### config.mk
export PLATFORM = sky130hd
export DESIGN_NAME = set_partition_generator_core
export DESIGN_NICKNAME = d
export VERILOG_FILES = /design/src/design/spg_pkg.sv /design/src/design/set_partition_generator_core.sv /design/src/design/spg_label_store.sv
export SDC_FILE = /design/constraint.sdc
export NUM_CORES = 1
export LEC_CHECK = 0
export BUFFER_PORTS_ARGS = -buffer_cell sky130_fd_sc_hd__buf_2
export CELL_PAD_IN_SITES_DETAIL_PLACEMENT = 0
export CELL_PAD_IN_SITES_GLOBAL_PLACEMENT = 1
export CORE_MARGIN = 5
export CORE_UTILIZATION = 45
export DETAILED_ROUTE_END_ITERATION = 6
export HOLD_SLACK_MARGIN = 0.1
export PLACE_DENSITY_LB_ADDON = 0.1
export SLEW_MARGIN = 20
export SYNTH_ARGS = -nofsm -noshare
export SYNTH_HDL_FRONTEND = slang
export SYNTH_SLANG_ARGS = --single-unit
### constraint.sdc
create_clock -name clk_i -period 6.2 [get_ports clk_i]
set_clock_uncertainty 0.2 [all_clocks]
set_input_delay 1.86 -clock clk_i [delete_from_list [all_inputs] [get_ports clk_i]]
set_output_delay 1.86 -clock clk_i [all_outputs]
set_load 0.01 [all_outputs]
### src/design/spg_pkg.sv
// shared types and constants for the set partition generator
// no dependencies; imported by spg_label_store and set_partition_generator_core
package spg_pkg;

  localparam int unsigned MaxSetSize = 16;
  localparam int unsigned IdxW       = 4;   // position index, 0 .. MaxSetSize-1
  localparam int unsigned LblW       = 5;   // label, 1 .. MaxSetSize

  localparam logic [IdxW-1:0] LastIdx  = IdxW'(MaxSetSize - 1);
  localparam logic [LblW-1:0] MaxSize  = LblW'(MaxSetSize);
  localparam logic [LblW-1:0] LblOne   = LblW'(1);
  localparam logic [LblW-1:0] LblZero  = LblW'(0);

  typedef logic [IdxW-1:0] idx_t;
  typedef logic [LblW-1:0] lbl_t;

  // sequencer states
  typedef enum logic [1:0] {
    ST_IDLE,
    ST_SCAN,
    ST_EXH,
    ST_EMIT
  } spg_state_e;

  // write port of the label store
  typedef struct packed {
    logic en;
    idx_t addr;
    lbl_t data;
  } spg_wr_t;

endpackage

### src/design/set_partition_generator_core.sv
// set partition generator top level: sequencer, output register, config register
// depends on spg_pkg and spg_label_store
//
// Walks through the partitions of a set of set_size elements in lexicographic
// order of restricted growth strings. Write set_size on the config channel
// (cfg_valid_i/cfg_ready_o, cfg_data_i) while the block is idle, then send a
// restart item to load the single-block string; every later item with
// restart_i low advances to the next partition.
// Each item produces n = set_size (clamped to 1 .. 16) results, one per
// element, in order of position, with last_of_run_o on the final one. When
// no next string exists a single result with exhausted_o set is produced and
// the string is kept. An advance scans the labels one per cycle, then a
// write-back pass sweeps all 16 label entries, emitting results on the first
// n of them. A restart skips the scan and goes straight to the sweep; an
// exhausted advance scans and then produces its single result.
// in_ready_o is high only when the sequencer is idle. When the receiver
// stalls, the result held in the output register waits and the sweep stops
// at its next position to emit until the transfer completes. Reset loads the
// all-ones string and sets set_size to 16.
module set_partition_generator_core (
  input  logic                clk_i,
  input  logic                rst_ni,
  // config channel
  input  logic                cfg_valid_i,
  output logic                cfg_ready_o,
  input  logic [4:0]          cfg_data_i,
  // input channel
  input  logic                in_valid_i,
  output logic                in_ready_o,
  input  logic                restart_i,
  // output channel
  output logic                out_valid_o,
  input  logic                out_ready_i,
  output logic [3:0]          position_o,
  output logic [4:0]          block_label_o,
  output logic [4:0]          block_count_o,
  output logic                exhausted_o,
  output logic                last_of_run_o
);
  import spg_pkg::*;

  spg_state_e state_q, state_d;
  idx_t       p_q, p_d;
  idx_t       found_q, found_d;
  logic       found_ok_q, found_ok_d;
  logic       clr_q, clr_d;
  lbl_t       runmax_q, runmax_d;
  lbl_t       cnt_q, cnt_d;
  lbl_t       size_q;

  logic       out_valid_q, out_valid_d;
  idx_t       pos_q, pos_d;
  lbl_t       lbl_q, lbl_d;
  lbl_t       ocnt_q, ocnt_d;
  logic       exh_q, exh_d;
  logic       last_q, last_d;
  logic       out_load;

  spg_wr_t    wr;
  lbl_t       rd_data;
  lbl_t       n_eff;
  idx_t       nm1;
  logic       slot_free;
  logic       in_range;
  lbl_t       lbl_inc;
  lbl_t       new_lbl;

  spg_label_store u_store (
    .clk_i    (clk_i),
    .rst_ni   (rst_ni),
    .wr_i     (wr),
    .rd_addr_i(p_q),
    .rd_data_o(rd_data)
  );

  // effective set size, clamped to 1 .. MaxSetSize
  always_comb begin
    if (size_q == LblZero) begin
      n_eff = LblOne;
    end else if (size_q > MaxSize) begin
      n_eff = MaxSize;
    end else begin
      n_eff = size_q;
    end
  end
  assign nm1 = idx_t'(n_eff - LblOne);

  assign slot_free = !out_valid_q || out_ready_i;
  assign in_range  = ({1'b0, p_q} < n_eff);
  assign lbl_inc   = rd_data + LblOne;

  // label written back during the sweep
  always_comb begin
    if (clr_q) begin
      new_lbl = LblOne;
    end else if (p_q < found_q) begin
      new_lbl = rd_data;
    end else if (p_q == found_q) begin
      new_lbl = lbl_inc;
    end else begin
      new_lbl = LblOne;
    end
  end

  // sequencer next state and outputs
  always_comb begin
    state_d    = state_q;
    p_d        = p_q;
    found_d    = found_q;
    found_ok_d = found_ok_q;
    clr_d      = clr_q;
    runmax_d   = runmax_q;
    cnt_d      = cnt_q;
    wr         = '{en: 1'b0, addr: p_q, data: new_lbl};
    out_load   = 1'b0;
    pos_d      = pos_q;
    lbl_d      = lbl_q;
    ocnt_d     = ocnt_q;
    exh_d      = exh_q;
    last_d     = last_q;
    unique case (state_q)
      ST_IDLE: begin
        if (in_valid_i) begin
          p_d = '0;
          if (restart_i) begin
            clr_d   = 1'b1;
            cnt_d   = LblOne;
            state_d = ST_EMIT;
          end else begin
            clr_d      = 1'b0;
            found_ok_d = 1'b0;
            runmax_d   = LblZero;
            state_d    = ST_SCAN;
          end
        end
      end
      ST_SCAN: begin
        // rightmost position whose label does not exceed the prefix max
        if ((p_q != '0) && (rd_data <= runmax_q)) begin
          found_d    = p_q;
          found_ok_d = 1'b1;
          cnt_d      = (lbl_inc > runmax_q) ? lbl_inc : runmax_q;
        end
        runmax_d = (rd_data > runmax_q) ? rd_data : runmax_q;
        if (p_q == nm1) begin
          p_d     = '0;
          state_d = found_ok_d ? ST_EMIT : ST_EXH;
        end else begin
          p_d = p_q + idx_t'(1);
        end
      end
      ST_EXH: begin
        if (slot_free) begin
          out_load = 1'b1;
          pos_d    = '0;
          lbl_d    = LblZero;
          ocnt_d   = LblZero;
          exh_d    = 1'b1;
          last_d   = 1'b1;
          state_d  = ST_IDLE;
        end
      end
      ST_EMIT: begin
        // write back every entry, emit the first n
        if (!in_range || slot_free) begin
          wr.en = 1'b1;
          if (in_range) begin
            out_load = 1'b1;
            pos_d    = p_q;
            lbl_d    = new_lbl;
            ocnt_d   = cnt_q;
            exh_d    = 1'b0;
            last_d   = (p_q == nm1);
          end
          if (p_q == LastIdx) begin
            state_d = ST_IDLE;
          end else begin
            p_d = p_q + idx_t'(1);
          end
        end
      end
      default: state_d = ST_IDLE;
    endcase
  end

  // output register valid
  always_comb begin
    if (out_load) begin
      out_valid_d = 1'b1;
    end else if (out_ready_i) begin
      out_valid_d = 1'b0;
    end else begin
      out_valid_d = out_valid_q;
    end
  end

  // control registers
  always_ff @(posedge clk_i or negedge rst_ni) begin
    if (!rst_ni) begin
      state_q     <= ST_IDLE;
      p_q         <= '0;
      found_ok_q  <= 1'b0;
      clr_q       <= 1'b0;
      out_valid_q <= 1'b0;
      size_q      <= MaxSize;
    end else begin
      state_q     <= state_d;
      p_q         <= p_d;
      found_ok_q  <= found_ok_d;
      clr_q       <= clr_d;
      out_valid_q <= out_valid_d;
      if (cfg_valid_i && cfg_ready_o) begin
        size_q <= cfg_data_i;
      end
    end
  end

  // scan results and output payload
  always_ff @(posedge clk_i) begin
    found_q  <= found_d;
    runmax_q <= runmax_d;
    cnt_q    <= cnt_d;
    pos_q    <= pos_d;
    lbl_q    <= lbl_d;
    ocnt_q   <= ocnt_d;
    exh_q    <= exh_d;
    last_q   <= last_d;
  end

  assign cfg_ready_o   = (state_q == ST_IDLE);
  assign in_ready_o    = (state_q == ST_IDLE);
  assign out_valid_o   = out_valid_q;
  assign position_o    = pos_q;
  assign block_label_o = lbl_q;
  assign block_count_o = ocnt_q;
  assign exhausted_o   = exh_q;
  assign last_of_run_o = last_q;

endmodule

### src/design/spg_label_store.sv
// label store: one restricted growth string of MaxSetSize labels
// one write port, one read port; depends on spg_pkg
module spg_label_store (
  input  logic           clk_i,
  input  logic           rst_ni,
  input  spg_pkg::spg_wr_t wr_i,
  input  spg_pkg::idx_t  rd_addr_i,
  output spg_pkg::lbl_t  rd_data_o
);
  import spg_pkg::*;

  lbl_t mem_q [MaxSetSize];

  // labels reset to the single-block string
  always_ff @(posedge clk_i or negedge rst_ni) begin
    if (!rst_ni) begin
      for (int i = 0; i < MaxSetSize; i++) begin
        mem_q[i] <= LblOne;
      end
    end else if (wr_i.en) begin
      mem_q[wr_i.addr] <= wr_i.data;
    end
  end

  assign rd_data_o = mem_q[rd_addr_i];

endmodule
==> summary.txt <==
STA
  – RSZ-0062 raised after global routing: false
  – Final setup fails: 0
  – Final Max Slew Viols: 0
  – Tmin final: 4.76 ns
  – Peak Freq: 0.210 GHz
  – Worst Tran Pin Value: 0.809 ns
  – Worst setup margin: 1.44 ns
  – Rel. slew slack: 46.1%
  – Final hold slack: 0.274 ns
  – Final period util: 76.8%
  – Sum Neg Setup Slack: 0 ns
  – Final hold viol count: 0

CTS
  – Hold_buf cts: 0
  – Clock latency on the worst-skew pair: 0.42 ns
  – Sink Count: 124
  – Num CTS Buffers: 17
  – Postcts setup bufs: 0
  – TritonCTS clock tree: yes
  – PostCTS Resize Cnt: 0
  – Clock Pin Slew Worst Setup and Hold Paths: 0.06 ns
  – Clock Tree Root: clkbuf_16
  – Clock tree buffer depth: 2
  – # H-tree levels: 4

Setup path
  – CP dominant cell by count: ha_1
  – CP bufs+invs: 2
  – Crit. End Element: flip-flop
  – Worst EP arrival: 4.73 ns
  – WP depth: 13
  – Critical path class: reg -> reg
  – Worst Path Required: 6.17 ns
  – Max incr delay on CP: 0.72 ns
  – Worst Reg-to-Reg Cells: 13
  – CP max stage cell: dfrtp_1
  – CP delay by family, top: compound AO/OA/AOI/OAI gates
  – Worst-path cell chain: buf_4 -> mux4_1 -> a22o_1 -> a221oi_4 -> inv_1 -> ha_1 -> ha_1 -> nor2b_1 -> o21ai_0 -> nand2b_1 -> a211oi_1 -> nor2_1 -> a211o_2
  – Critical path peak fanout: 14
  – CP Launch Type: flip-flop

Outcome
  – Status: completed

Logic synthesis
  – Share of the synthesized area in the top cell type: 29.8%
  – Synthesized flop and latch total: 124
  – Leading post-synthesis cells by cell area: dfrtp_1 (30%), edfxtp_1 (14%), mux2_2 (9.2%)
  – Synth warn: 0
  – Mapped cell area: 6460 um2
  – Async SR Flop Fraction: 75.8%
  – Mapped Avg Cell Area: 12.4 um2
  – Area leader, netlist: dfrtp_1
  – Top_reg_cell synth: dfrtp_1
  – Mapped Nets: 555
  – Unique masters post-synth: 56
  – Register area share after synthesis: 50.7%
  – Synthesized netlist cell count: 520
  – Post-synth EDFFs: 30

Die
  – I/O pin cnt: 30
  – Core Area: 14,000 um2
  – Die X: 130 um
  – Row cnt: 43
  – Initial Util: 46.2%
  – DIE AREA: 16,900 um2
  – Die Height: 130 um

Placement
  – RD Place Congestion: 0.791
  – Placed instance area: 6720 um2
  – Detailed Place HPWL: 10.1 mm
  – Port Buffer Count: 29
  – Setup WS pre-CTS: 1.48 ns

Worst hold path
  – Worst hold stages: 2
  – Hold Crit Class: reg -> reg

Run
  – Maxcap violations: 0

Global routing
  – Vias in the first global route: 4,365
  – First-pass GRT wire length: 23.9 mm
  – GR Overflow Total: 0
  – GRT Total Usage: 18.7%
  – Initial antenna violation count: 0
  – Largest net degree at the start of global routing: 49

Layout
  – Core Util, Final: 52.2%
  – Diodes inserted: 0
  – Synth-to-Final Area Change: 13.1%
  – Multi-input logic area: 2960 um2
  – Register Area: 3270 um2
  – Final instance area: 7310 um2
  – Layout cells sized above 1: 28.2%
  – Final net count: 582
  – Fillers: 1,223

Routing
  – Post-DR vias/cell: 5.72
  – DR pass1 iterations: 4
  – Drt wl/cell: 19.4 um
  – Initial drt markers: 294
  – DRC viols: 0
  – Final wirelength: 14.4 mm
  – Number of routed nets with antenna violations: 0
  – Detailed-route via count: 4,231

Power and ir drop
  – Static Leak: 3.31 nW
  – P per Cell Area: 401 nW/um2
  – Peak supply drop: 0.000199 V
-- report_power, final --
| group | leakage [nW] | internal, W | total, W | switching [W] |
|---|---|---|---|---|
| Clock | 0.285 | 0.000592 | 0.000963 | 0.000371 |
| Combinational | 1.51 | 0.000359 | 0.000835 | 0.000476 |
| Sequential | 1.51 | 0.000996 | 0.00113 | 0.000138 |
-- per-stage QoR --
step,total power [W],std cells
final,0.00293,740
after global routing,0.00310,740
after global placement,0.00196,707
after CTS,0.00296,739
after detailed placement,0.00198,707
after floorplan,0.00176,520
-- per-layer routing --
| layer | share of wire, % | track usage, % | up-vias |
|---|---|---|---|
| li1 | - | - | 1981 |
| met1 | 45 | 25.3 | 2132 |
| met2 | 49 | 29.5 | 90 |
| met3 | 3.4 | 3.68 | 28 |
| met4 | 2.9 | 7.64 | 0 |
| met5 | 0 | 0 | - |
-- layout by cell type, fill, tap and decap left out, types with 5 or more instances in the layout --
cell type and n:
nor2b_1 10, clkbuf_16 17, o21ai_0 37, dfstp_2 17
a21oi_1 8, edfxtp_1 30, o21ai_2 10, o21a_1 6
nand2b_1 9, mux2i_1 6, and3_1 8, ha_1 24
a22o_1 5, nor3_1 6, mux4_1 19, nand3_1 22
nor2_1 25, and2_1 5, inv_1 19, buf_4 7
mux2_2 53, dfrtp_1 77, buf_2 28, nand2_1 48
-- cell type report --
type | instances | area share [%]
Timing Repair Buffer | 36 | 2.79
Clock buffer | 18 | 5.87
Sequential cell | 124 | 44.8
Clock inverter | 14 | 1.97
Tap cell | 180 | 3.08
Multi-Input combinational cell | 349 | 40.5
Inverter | 19 | 0.976
-- worst min-delay path, delay by kind of cell, from the launching register on --
family	cells	cell delay [ns]
compound gates	1	0.05
flops	1	0.34
simple gates	1	0.06
-- synth_stat cells, drive strengths merged, types with 3 or more instances --
| cell | count |
|---|---|
| nand2b | 9 |
| edfxtp | 30 |
| o21ai | 49 |
| mux2i | 6 |
| a21oi | 8 |
| inv | 19 |
| a22o | 5 |
| dfrtp | 77 |
| buf | 12 |
| nor3 | 6 |
| ha | 24 |
| mux2 | 53 |
| xnor2 | 4 |
| nor2b | 10 |
| a22oi | 3 |
| and2 | 5 |
| a211o | 3 |
| and3 | 8 |
| nand2 | 48 |
| clkbuf | 16 |
| mux4 | 22 |
| nor3b | 3 |
| nor2 | 26 |
| o21a | 6 |
| nand3 | 22 |
| dfstp | 17 |
-- path summary, 6_finish.rpt --
path,to,start,slack (ns)
max,cnt_q[0],p_q[0],1.44
min,u_store.mem_q[48],u_store.mem_q[48],0.27
max reg2reg,cnt_q[0],p_q[0],1.44
min reg2reg,u_store.mem_q[48],u_store.mem_q[48],0.27
max in group asynchronous,u_store.mem_q[26],rst_ni,3.45
min in group asynchronous,found_ok_q,rst_ni,1.29
-- registers in the layout (all words and copies together), names as in the netlist, 5 cells and up --
register and flops:
u_store.mem_q 80, block_count_o 5, block_label_o 5, cnt_q 5, runmax_q 5, size_q 5
-- logic make-up after synthesis --
kind of cell	count (synthesis)	share of synthesized area (%)
adder cells (fa/ha/maj)	24	4.65
AND/OR/NAND/NOR	145	11.1
AO/OA/AOI/OAI	93	10.2
buffers and inverters	47	3.66
flip-flops	124	50.7
XOR/XNOR	6	0.813
multiplexers	81	18.9
Note: power is estimated with default switching activity, not from simulation.
